**src/sv/eptm_pkg.sv**
```systemverilog
// Shared types and constants for the page table mapper.
// No dependencies.
package eptm_pkg;
	localparam int unsigned POOL_PAGES_DEF = 256;
	localparam int unsigned GUEST_FRAME_BITS_DEF = 36;
	localparam int unsigned FRAME_LSB = 12;
	localparam int unsigned FRAME_W = 40;
	localparam int unsigned ENTRY_W = 52;
	localparam int unsigned GFN_W = 36;
	localparam int unsigned IDX_W = 9;
	localparam logic [2:0] DIR_RWX = 3'b111;

	typedef struct packed {
		logic [GFN_W-1:0] guest_frame;
		logic [FRAME_W-1:0] host_frame;
		logic [2:0] access_bits;
		logic [2:0] memory_type;
		logic keep_host_frame;
	} req_t;

	typedef struct packed {
		logic status;
		logic [ENTRY_W-1:0] leaf_entry;
		logic [1:0] tables_added;
	} rsp_t;

	typedef enum logic [3:0] {
		ST_IDLE, ST_CLEAR, ST_RD, ST_WAIT, ST_CHK, ST_RD2, ST_WAIT2, ST_UPD, ST_LEAF, ST_OUT
	} walk_st_t;
endpackage

```
**src/sv/eptm_front.sv**
```systemverilog
// Front end: accepts requests and holds them in a two-entry queue.
// Depends on eptm_pkg.
module eptm_front import eptm_pkg::*; (
	input logic clk,
	input logic arst_n,
	input logic in_valid,
	output logic in_ready,
	input req_t in_data,
	output logic q_valid,
	input logic q_ready,
	output req_t q_data
);
	req_t mem_q [2];
	logic wp_q, rp_q;
	logic [1:0] cnt_q;
	logic push, pop;

	assign in_ready = (cnt_q != 2'd2);
	assign q_valid = (cnt_q != 2'd0);
	assign q_data = mem_q[rp_q];
	assign push = in_valid && in_ready;
	assign pop = q_valid && q_ready;

	always_ff @(posedge clk) begin
		if (push) mem_q[wp_q] <= in_data;
	end

	always_ff @(posedge clk or negedge arst_n) begin
		if (!arst_n) begin
			wp_q <= 1'b0;
			rp_q <= 1'b0;
			cnt_q <= 2'd0;
		end else begin
			if (push) wp_q <= ~wp_q;
			if (pop) rp_q <= ~rp_q;
			cnt_q <= cnt_q + {1'b0, push} - {1'b0, pop};
		end
	end
endmodule

```
**config.mk**
```make
export PLATFORM = sky130hd
export DESIGN_NAME = eptm_front
export DESIGN_NICKNAME = d
export VERILOG_FILES = /design/src/sv/eptm_pkg.sv /design/src/sv/eptm_front.sv
export SDC_FILE = /design/constraint.sdc
export NUM_CORES = 1
export LEC_CHECK = 0
export ABC_CLOCK_PERIOD_IN_PS = 4200
export BUFFER_PORTS_ARGS = -buffer_cell sky130_fd_sc_hd__buf_4
export CAP_MARGIN = 20
export CORE_ASPECT_RATIO = 1.75
export CORE_MARGIN = 10
export CORE_UTILIZATION = 47
export CTS_CLUSTER_SIZE = 10
export DETAILED_ROUTE_END_ITERATION = 8
export HOLD_SLACK_MARGIN = 0.12
export PLACE_DENSITY_LB_ADDON = 0.3
export SYNTH_ARGS = -nofsm -noshare
export SYNTH_HDL_FRONTEND = slang
export SYNTH_SLANG_ARGS = --single-unit
```
**constraint.sdc**
```tcl
create_clock -name clk -period 4.2 [get_ports clk]
set_input_delay 0.42 -clock clk [delete_from_list [all_inputs] [get_ports clk]]
set_output_delay 0.42 -clock clk [all_outputs]
set_load 0.01 [all_outputs]
```
-- Word-level counts from Yosys, hierarchy flattened
Memories as Yosys holds them, arrays and structs flattened.
Index checks and enable logic that the tools add are counted.
- bits in registers: 4
- bits in writable memories: 166
- input bits: 87
- output and inout bits: 85
- logic and storage cells: 14
- memories kept: 1
- memories (name ; words ; width ; read ports ; clocked after Yosys merged registers in ; write ports ; line ; source):
    mem_q ; 2 ; 83 ; 1 ; 0 ; 1 ; eptm_front.sv:13 ; req_t mem_q [2];
- add/sub/neg operators: 2
- eq/ne operators: 1
- mux-type cells: 2
- bitwise logic cells: 2
- reduce and logical (&&, ||, !) cells: 3
- operator list (operator ; number):
    adder 2 x 1 -> 2 bit ; 1
    logical AND 1 bit ; 2
    two-way mux 1 bit ; 2
    inequality test 2 bit, second input constant ; 1
    NOT 1 bit ; 2
    nonzero test 2 bit ; 1
    subtractor 2 x 1 -> 2 bit ; 1

-- Depth between registers and ports, before layout
Gate-level depths: netlist (run 1).
- word-level depth: 4
- gate-level depth with buffers: 7
- depth with buffers taken out: 7

-- Worst setup path after synthesis (run 1)
No wires, ideal clock.
- path kind: flip-flop to flip-flop
- start: reg cnt_q[1]
- end: mem mem_q[0][0] in the netlist's numbering (enable)
- library setup time: 0.525 ns
- arrival: 4.122 ns
- required time: 3.675 ns
- slack: -0.447 ns
- cell stages (with the launch flop): 4
- buffers on the path: 0
- clock period less this slack: 4.647 ns
- path through: dfrtp_1 -> nand2b_1 -> nand2_1 -> nor2_1
- word-level cells in the longest chain between the ends: 4
- RTL lines (element ; line ; source):
    from (decl) ; eptm_front.sv:15 ; logic [1:0] cnt_q;
    from (signal assigned) ; eptm_front.sv:36 ; cnt_q <= cnt_q + {1'b0, push} - {1'b0, pop};
    inequality test 2 bit ; eptm_front.sv:18 ; assign in_ready = (cnt_q != 2'd2);
    via in_ready ; eptm_front.sv:7 ; output logic in_ready,
    logical AND 1 bit ; eptm_front.sv:21 ; assign push = in_valid && in_ready;
    two-way mux 1 bit ; eptm_front.sv:25 ; if (push) mem_q[wp_q] <= in_data;
    two-way mux 1 bit (not written as such) ; eptm_front.sv:25 ;
    to (decl) ; eptm_front.sv:13 ;
The timed path passes the listed nets, and every way through them passes these cells.

==> flow_summary.toml, run 1 <==
[run_status]
status = "complete, no violations"

[flow_run]
cap_violations = 0

[power]
ir_worst_vdd_mv = 0.699
leakagePower_nw = 3.33
power_density_nw_per_um2 = 698

[route]
wire_per_inst_microns = 20.1
drc_errors = 0
drtIter0Drc = 88
drtPass1Iterations = 4
drt-total-wl_microns = 13000
via_per_inst = 4.82
vias = 3119
drtAntennaViolNets = 0

[final_layout]
drive_gt1_share_pct = 60.7
diodes = 0
final_nets = 549
final_area_sq_um = 8470
area_growth_pct = 31.7

[setup_path]
worstPathArrival_ns = 2.34
critPathMaxFanout = 47
ff2ff_path_depth = 3
critPathRequiredTime_ns = 3.78
reg2reg_slack_ns = 2.08
r2r-start = "cnt_q[1]$_DFF_PN0_"
crit_type = "reg2out"
critPathLaunchType = "flop"
worstSetupEndpointType = "output port"
r2r_end = "mem_q[1][24]$_DFFE_PP_"

[sta]
period_share_pct = 65.8
maxSlewViolCount = 0
clock.fmax_ghz = 0.362
setup_tns_ns = 0
max_slew.worst_pin.slew_ns = 0.860
rsz0062_at_grt = "no"
fin_crit_ns = 2.76
whs_ns = 0.192
skew_ns = 0.00930
setup_viol = 0
maxSlewHeadroom_pct = 42.7
hold_viol_final = 0

[global_routing]
grt_usage_pct = 13.8
grt_pass1_wl_microns = 19300
grt-ovfl-total = 0
grt_pass1_vias = 3501
antenna_found_initial = 0
grt_max_degree = 66

[worst_hold_path]
hp-class = "in2reg"
worstHoldStart = "in_data[39]"
hold_depth = 1
min_to = "mem_q[1][39]$_DFFE_PP_"

[floorplanning]
core_area_sq_um = 13400
rows = 56
start_util_pct = 48.0
dieArea_sq_um = 18900
ioPinCount = 172
die_x_microns = 108
fp.dieH_microns = 175

[clocking]
clk_latency_ns = 0.41
cts_root_buffer = "clkbuf_16"
htreeDepth = 4
cts_num_sinks = 170
post_cts_buffers = 0
clk_pin_slew_ns = 0.06
cts_tree = "yes"
cts_made_buffers = 17
clock_path_buffers = 2

[synth]
netlist_area_sq_um = 6430
syn_inst = 275
synth.distinct_cells = 16
seq_area_frac_synth_pct = 79.1
ys_ff_latch = 170
yosysWarnings = 0
syn-num-nets = 364
synth.avg_cell_area_sq_um = 23.4

[place]
gp_congestion = 0.697
place_area_sq_um = 7910
io_buffers = 171
place_hpwl_microns = 9290
critical path: stages (launching register included):
cell,delay [ns]
dfrtp_4,0.97
buf_12,0.36
mux2_2,0.38
buf_4,0.15
layout make-up:
cell class	instances	area (sq um)
Sequential cell	170	5090
Inverter	1	3.75
Tap cell	174	218
Clock inverter	14	121
Timing Repair Buffer	175	1340
Fill cell	979	4920
Clock buffer	18	429
Multi-Input combinational cell	95	1260
placed cells by master, fill, tap and decap left out:
master and instances:
and2_1 1, nand2_1 1, nand2b_1 1, inv_6 4, clkinvlp_4 2, bufinv_16 1
mux2_2 23, clkinv_1 4, and3_4 1, dfrtp_1 3, ha_1 2, buf_12 2
nor2_4 1, buf_4 172, inv_1 1, mux2_4 60, xnor2_1 3, clkbuf_16 17
or2_1 1, clkinv_4 3, xor2_1 1, dlygate4sd3_1 1, edfxtp_1 166, dfrtp_4 1
clkbuf_1 1
worst max path at each step:
stage / from / depth (start not counted) / slack (ns) / end
6_report: rp_q$_DFFE_PN0P_ / 3 / 1.44 / q_data[3]
5_1_grt: rp_q$_DFFE_PN0P_ / 3 / 1.34 / q_data[8]
4_1_cts: rp_q$_DFFE_PN0P_ / 3 / 1.41 / q_data[3]
3_5_place_dp: rp_q$_DFFE_PN0P_ / 3 / 1.87 / q_data[3]
3_3_place_gp: rp_q$_DFFE_PN0P_ / 3 / 1.88 / q_data[74]
2_1_floorplan: cnt_q[1]$_DFF_PN0_ / 3 / 0.95 / mem_q[0][0]$_DFFE_PP_
cells in the mapped netlist:
cell type / count / area [sq um]
edfxtp_1: 166 / 4980
nor2_1: 1 / 3.75
and3_1: 1 / 6.26
xor2_1: 1 / 8.76
xnor2_1: 3 / 26.3
or2_1: 1 / 6.26
nand2_1: 1 / 3.75
nand2b_1: 1 / 6.26
buf_6: 7 / 78.8
mux2_4: 60 / 901
inv_1: 1 / 3.75
buf_2: 2 / 10.0
and2_1: 1 / 6.26
ha_1: 2 / 25.0
dfrtp_1: 4 / 100
mux2_2: 23 / 259
per-stage QoR:
| step | total power [W] | worst slack [ns] | std cells | utilization, % |
|---|---|---|---|---|
| detailed placement | 0.00456 | 1.87 | 614 | 59.1 |
| finish | 0.00591 | 1.44 | 647 | 63.3 |
| global route | 0.00619 | 1.34 | 647 | 63.3 |
| CTS | 0.00601 | 1.41 | 647 | 63.3 |
| global placement | 0.00452 | 1.88 | 614 | 59.1 |
| floorplan | 0.00371 | 0.946 | 275 | - |
where the power goes:
part	leakage, nW	internal, W	switching (W)	total, W
Combinational	1.48	0.00110	0.000841	0.00194
Clock	0.262	0.000818	0.000618	0.00144
Sequential	1.59	0.00232	0.000214	0.00254
what timing repair did:
action                                 4_1_cts  5_1_grt
setup endpoints to repair                    0        0
resized for setup                            0        0
hold buffers                                 1        0
endpoints found under the hold margin        4        0
sequential cells by signal, summed over array words and instances (netlist names):
| signal | cells |
|---|---|
| rp_q | 1 |
| mem_q | 166 |
| wp_q | 1 |
| cnt_q | 2 |
routing by layer:
| layer | up-vias | routed length [microns] | GRT usage [%] |
|---|---|---|---|
| li1 | 1462 | - | - |
| met1 | 1552 | 4380 | 12.9 |
| met2 | 94 | 7600 | 25.7 |
| met3 | 11 | 841 | 4.90 |
| met4 | 0 | 173 | 5.96 |
| met5 | - | 0 | 0 |
cells by family (layout without fill, tap and decap cells):
group / count (synthesis) / in the layout / share of synthesized area (%)
AND/OR/NAND/NOR: 6 / 6 / 0.506
multiplexers: 83 / 83 / 18.0
XOR/XNOR: 4 / 4 / 0.545
flip-flops: 170 / 170 / 79.1
adder cells (fa/ha/maj): 2 / 2 / 0.389
buffers and inverters: 10 / 208 / 1.44
Power figures use the tool's default switching activity.
==> inputs of run 2 (changes only) <==
--- a/config.mk
+++ b/config.mk
@@ -5,12 +5,12 @@
 export SDC_FILE = /design/constraint.sdc
 export NUM_CORES = 1
 export LEC_CHECK = 0
-export ABC_CLOCK_PERIOD_IN_PS = 4200
+export ABC_CLOCK_PERIOD_IN_PS = 2600
 export BUFFER_PORTS_ARGS = -buffer_cell sky130_fd_sc_hd__buf_4
 export CAP_MARGIN = 20
 export CORE_ASPECT_RATIO = 1.75
 export CORE_MARGIN = 10
-export CORE_UTILIZATION = 47
+export CORE_UTILIZATION = 52
 export CTS_CLUSTER_SIZE = 10
 export DETAILED_ROUTE_END_ITERATION = 8
 export HOLD_SLACK_MARGIN = 0.12
==> constraint.sdc (replaced) <==
create_clock -name clk -period 2.6 [get_ports clk]
set_input_delay 0.26 -clock clk [delete_from_list [all_inputs] [get_ports clk]]
set_output_delay 0.26 -clock clk [all_outputs]
set_load 0.01 [all_outputs]
==> flow_summary.toml, run 2 (synthesized netlist as in run 1, its figures left out) <==
[run_status]
status = "complete, no violations"

[sta]
setup_tns_ns = 0
rsz0062_at_grt = "no"
hold_viol_final = 0
fin_crit_ns = 2.29
max_slew.worst_pin.slew_ns = 0.567
maxSlewViolCount = 0
setup_viol = 0
skew_ns = 0.00558
period_share_pct = 88.2
layout_setup_ws_ns = 0.306
clock.fmax_ghz = 0.436
maxSlewHeadroom_pct = 62.2

[clocking]
cts_root_buffer = "clkbuf_16"
cts_made_buffers = 17
cts_tree = "yes"
htreeDepth = 4
clock_path_buffers = 2
post_cts_buffers = 0
cts_num_sinks = 170
cts_resized = 0
clk_pin_slew_ns = 0.06
cts_hold_buf = 84
clk_latency_ns = 0.41

[power]
ir_worst_vdd_mv = 0.957
switching_power_w = 0.00281
p_sw_share_pct = 28.2
fin_total_pwr_w = 0.00997
internal-power_w = 0.00716
combPwrFrac_pct = 34.2
p_seq_share_pct = 40.5
p_clk_share_pct = 25.2
power_density_nw_per_um2 = 1060
leakagePower_nw = 3.74

[global_routing]
grt_max_degree = 84
grt-ovfl-total = 0
grt_pass1_wl_microns = 22200
grt_usage_pct = 16.6
antenna_found_initial = 1
grt_pass1_vias = 4085

[setup_path]
cpMostUsedCell = "buf_4"
worstSetupEndpointType = "output port"
r2r-start = "cnt_q[1]$_DFF_PN0_"
slowest_stage = "dfrtp_4"
cp.buffers_inverters = 2
startpoint = "rp_q$_DFFE_PN0P_"
critPathLaunchType = "flop"
slowest_delay_ns = 0.80
path_delay_family = "flip-flops"
reg2reg_slack_ns = 0.82
critPathRequiredTime_ns = 2.34
path_cells = "buf_4, mux2_4, buf_4"
worstPathArrival_ns = 2.03
crit_type = "reg2out"
critPathMaxFanout = 33

[final_layout]
layout_commonest_cell = "buf_4"
largest_register_ffs = 166
fill_cells = 696
area_growth_pct = 45.9
final_cell_mix = "buf_4, edfxtp_1, dlygate4sd3_1"
stdcell_count = 729
top_regs = "mem_q (166), cnt_q (2)"
final_nets = 638
largest_register = "mem_q"
final_area_sq_um = 9380
drive_gt1_share_pct = 52.7

[place]
io_buffers = 171
post-place-ws_ns = 0.741
place_hpwl_microns = 9150
gp_congestion = 0.791
dpl.cell_count = 611
place_area_sq_um = 7940

[route]
drt-total-wl_microns = 14400
drtAntennaViolNets = 0
wire_per_inst_microns = 19.7
via_per_inst = 4.76
vias = 3468
drc_errors = 0
drtIter0Drc = 167
drtPass1Iterations = 4

[floorplanning]
die_x_microns = 104
ioPinCount = 172
start_util_pct = 53.3
core_area_sq_um = 12100
rows = 53
dieArea_sq_um = 17400
fp.dieH_microns = 167

[worst_hold_path]
worstHoldStart = "q_ready"
hp-class = "in2reg"

[flow_run]
cap_violations = 0
## run 2: cell count changes in the layout (fill, tap and decap cells not counted), sizes merged
cell,delta
bufinv,+2
dlygate4sd3,+83
diode,+2
clkinvlp,-1
buf,+6
clkbuf,-1
## run 2: cell type report
type / count / area [sq um] / share of cell area [%]
Tap cell: 165 / 206 / 2.20
Timing Repair Buffer: 264 / 2220 / 23.6
Multi-Input combinational cell: 95 / 1260 / 13.5
Sequential cell: 170 / 5090 / 54.2
Clock inverter: 15 / 171 / 1.83
Antenna cell: 2 / 5.00 / 0.0533
Clock buffer: 17 / 425 / 4.53
Inverter: 1 / 3.75 / 0.0400
## run 2: worst register-to-register path: stages, from the launching register on
cell	delay, ns
dfrtp_1	0.41
or2_1	0.26
and2_1	0.20
ha_1	0.29
inv_1	0.04
ha_1	0.18
xnor2_1	0.18
xnor2_1	0.15
## run 2: per-stage QoR
step / utilization, % / hold WS (ns)
finish: 77.7 / 0.211
detailed placement: 65.8 / 0.0607
global placement: 65.8 / 0.0569
floorplan: - / -0.0356
CTS: 77.7 / 0.168
global route: 77.7 / 0.193
## run 2: per-layer routing
metal  global-route usage (%)  share of wire (%)
met5                        0                  0
met4                     7.05                2.0
met3                     5.03                4.9
met2                     30.8                 57
met1                     16.5                 36
## run 2: worst paths after layout
| path | endpoint | depth (start not counted) |
|---|---|---|
| hold reg to reg | cnt_q[0]$_DFF_PN0_ | 1 |
| max in group asynchronous | rp_q$_DFFE_PN0P_ | 2 |
| min in group asynchronous | cnt_q[0]$_DFF_PN0_ | 2 |
| setup reg to reg | cnt_q[1]$_DFF_PN0_ | 7 |
| setup / recovery | q_data[46] | 3 |
| hold / removal | rp_q$_DFFE_PN0P_ | 3 |
## run 2: power groups by stage
stage / Clock, W / Combinational (W) / Sequential [W]
floorplan: 0 / 0.00204 / 0.00393
global placement: 0 / 0.00327 / 0.00405
detailed placement: 0 / 0.00332 / 0.00410
CTS: 0.00256 / 0.00344 / 0.00405
global route: 0.00267 / 0.00361 / 0.00410
finish: 0.00251 / 0.00341 / 0.00404
==> inputs of run 3 (changes only) <==
--- a/config.mk
+++ b/config.mk
@@ -10,7 +10,7 @@
 export CAP_MARGIN = 20
 export CORE_ASPECT_RATIO = 1.75
 export CORE_MARGIN = 10
-export CORE_UTILIZATION = 52
+export CORE_UTILIZATION = 40
 export CTS_CLUSTER_SIZE = 10
 export DETAILED_ROUTE_END_ITERATION = 8
 export HOLD_SLACK_MARGIN = 0.12
==> flow_summary.toml, run 3 (synthesized netlist as in run 1, its figures left out) <==
[floorplanning]
start_util_pct = 40.5
dieArea_sq_um = 21700
core_area_sq_um = 15900
fp.dieH_microns = 188
die_x_microns = 116
ioPinCount = 172
rows = 61

[final_layout]
area_growth_pct = 45.6
final_nets = 635
final_area_sq_um = 9360
seq_area_sq_um = 5090
layout_commonest_cell = "buf_4"
multi_input_area_sq_um = 1260
drive_gt1_share_pct = 52.2
largest_register_ffs = 166
top_regs = "mem_q (166), cnt_q (2)"
fill_cells = 1191
largest_register = "mem_q"
diodes = 0
final_cell_mix = "buf_4, edfxtp_1, dlygate4sd3_1"

[setup_path]
startpoint = "rp_q$_DFFE_PN0P_"
ff2ff_path_depth = 3
worstSetupEndpointType = "output port"
r2r_end = "mem_q[1][35]$_DFFE_PP_"
endpoint = "q_data[3]"
path_delay_family = "flip-flops"
r2r-start = "cnt_q[1]$_DFF_PN0_"
path_cells = "buf_12, mux2_2, buf_4"
cp.depth = 3
critPathMaxFanout = 38
critPathLaunchType = "flop"
reg2reg_slack_ns = 0.81
worstPathArrival_ns = 1.88
crit_type = "reg2out"
slowest_delay_ns = 0.59
slowest_stage = "dfrtp_4"
cp.buffers_inverters = 2
critPathRequiredTime_ns = 2.34

[global_routing]
grt-ovfl-total = 0
grt_pass1_vias = 3957
grt_usage_pct = 13.3
grt_pass1_wl_microns = 21700
antenna_found_initial = 0
grt_max_degree = 63

[clocking]
cts_num_sinks = 170
clk_pin_slew_ns = 0.06
cts_tree = "yes"
post_cts_buffers = 0
cts_root_buffer = "clkbuf_16"
cts_made_buffers = 17
clk_latency_ns = 0.42
htreeDepth = 4
clock_path_buffers = 2

[flow_run]
cap_violations = 0

[sta]
skew_ns = 0.00906
max_slew.worst_pin.slew_ns = 0.559
period_share_pct = 82.4
hold_viol_final = 0
rsz0062_at_grt = "no"
clock.fmax_ghz = 0.467
maxSlewHeadroom_pct = 62.7
setup_viol = 0
layout_setup_ws_ns = 0.458
setup_tns_ns = 0
maxSlewViolCount = 0
fin_crit_ns = 2.14

[place]
post-place-ws_ns = 0.776
place_hpwl_microns = 9430
place_area_sq_um = 7970
io_buffers = 171
gp_congestion = 0.722

[route]
drtAntennaViolNets = 0
vias = 3472
via_per_inst = 4.64
drt-total-wl_microns = 14300
wire_per_inst_microns = 19.1
drtIter0Drc = 133
drc_errors = 0
drtPass1Iterations = 4

[run_status]
status = "complete, no violations"

[power]
leakagePower_nw = 3.69
power_density_nw_per_um2 = 1040
ir_worst_vdd_mv = 0.448

[worst_hold_path]
hp-class = "in2async"
## run 3: area by class of cell
type | instances | area share, %
Multi-Input combinational cell | 95 | 13.5
Sequential cell | 170 | 54.4
Inverter | 1 | 0.0401
Clock buffer | 19 | 4.63
Timing Repair Buffer | 261 | 23.7
Clock inverter | 13 | 1.20
Tap cell | 189 | 2.53
## run 3: report_power, final
group	internal, W	total [W]	switching, W
combinational	0.00190	0.00346	0.00156
clock	0.00125	0.00231	0.00106
sequential	0.00375	0.00396	0.000209
## run 3: per-stage QoR
step                hold WS (ns)  utilization [%]  std cells  power [W]
floorplan                -0.0356                -        275    0.00598
global placement          0.0658             50.2        632    0.00737
detailed placement        0.0657             50.2        632    0.00745
CTS                        0.170             59.0        748    0.00988
global route               0.173             59.0        748     0.0102
finish                     0.175             59.0        748    0.00973
## run 3: worst min path at each step
stage | endpoint | cells after the start | slack [ns]
after global placement | cnt_q[0]$_DFF_PN0_ | 1 | 0.07
final | cnt_q[0]$_DFF_PN0_ | 2 | 0.18
after detailed placement | cnt_q[1]$_DFF_PN0_ | 1 | 0.07
after CTS | cnt_q[0]$_DFF_PN0_ | 2 | 0.17
after floorplan | cnt_q[0]$_DFF_PN0_ | 0 | -0.04
after global routing | cnt_q[1]$_DFF_PN0_ | 2 | 0.17
## run 3: layer usage
layer	part of all wire (%)	vias up	global-route usage, %
met5	0	-	0
met4	1.5	0	5.22
met3	5.7	11	3.77
met2	57	99	24.2
met1	36	1733	13.7
li1	-	1629	-
## run 3: repair_timing
action,CTS,global route
hold endpoints to repair,170,0
hold buffers,84,0
gates resized for setup,0,0
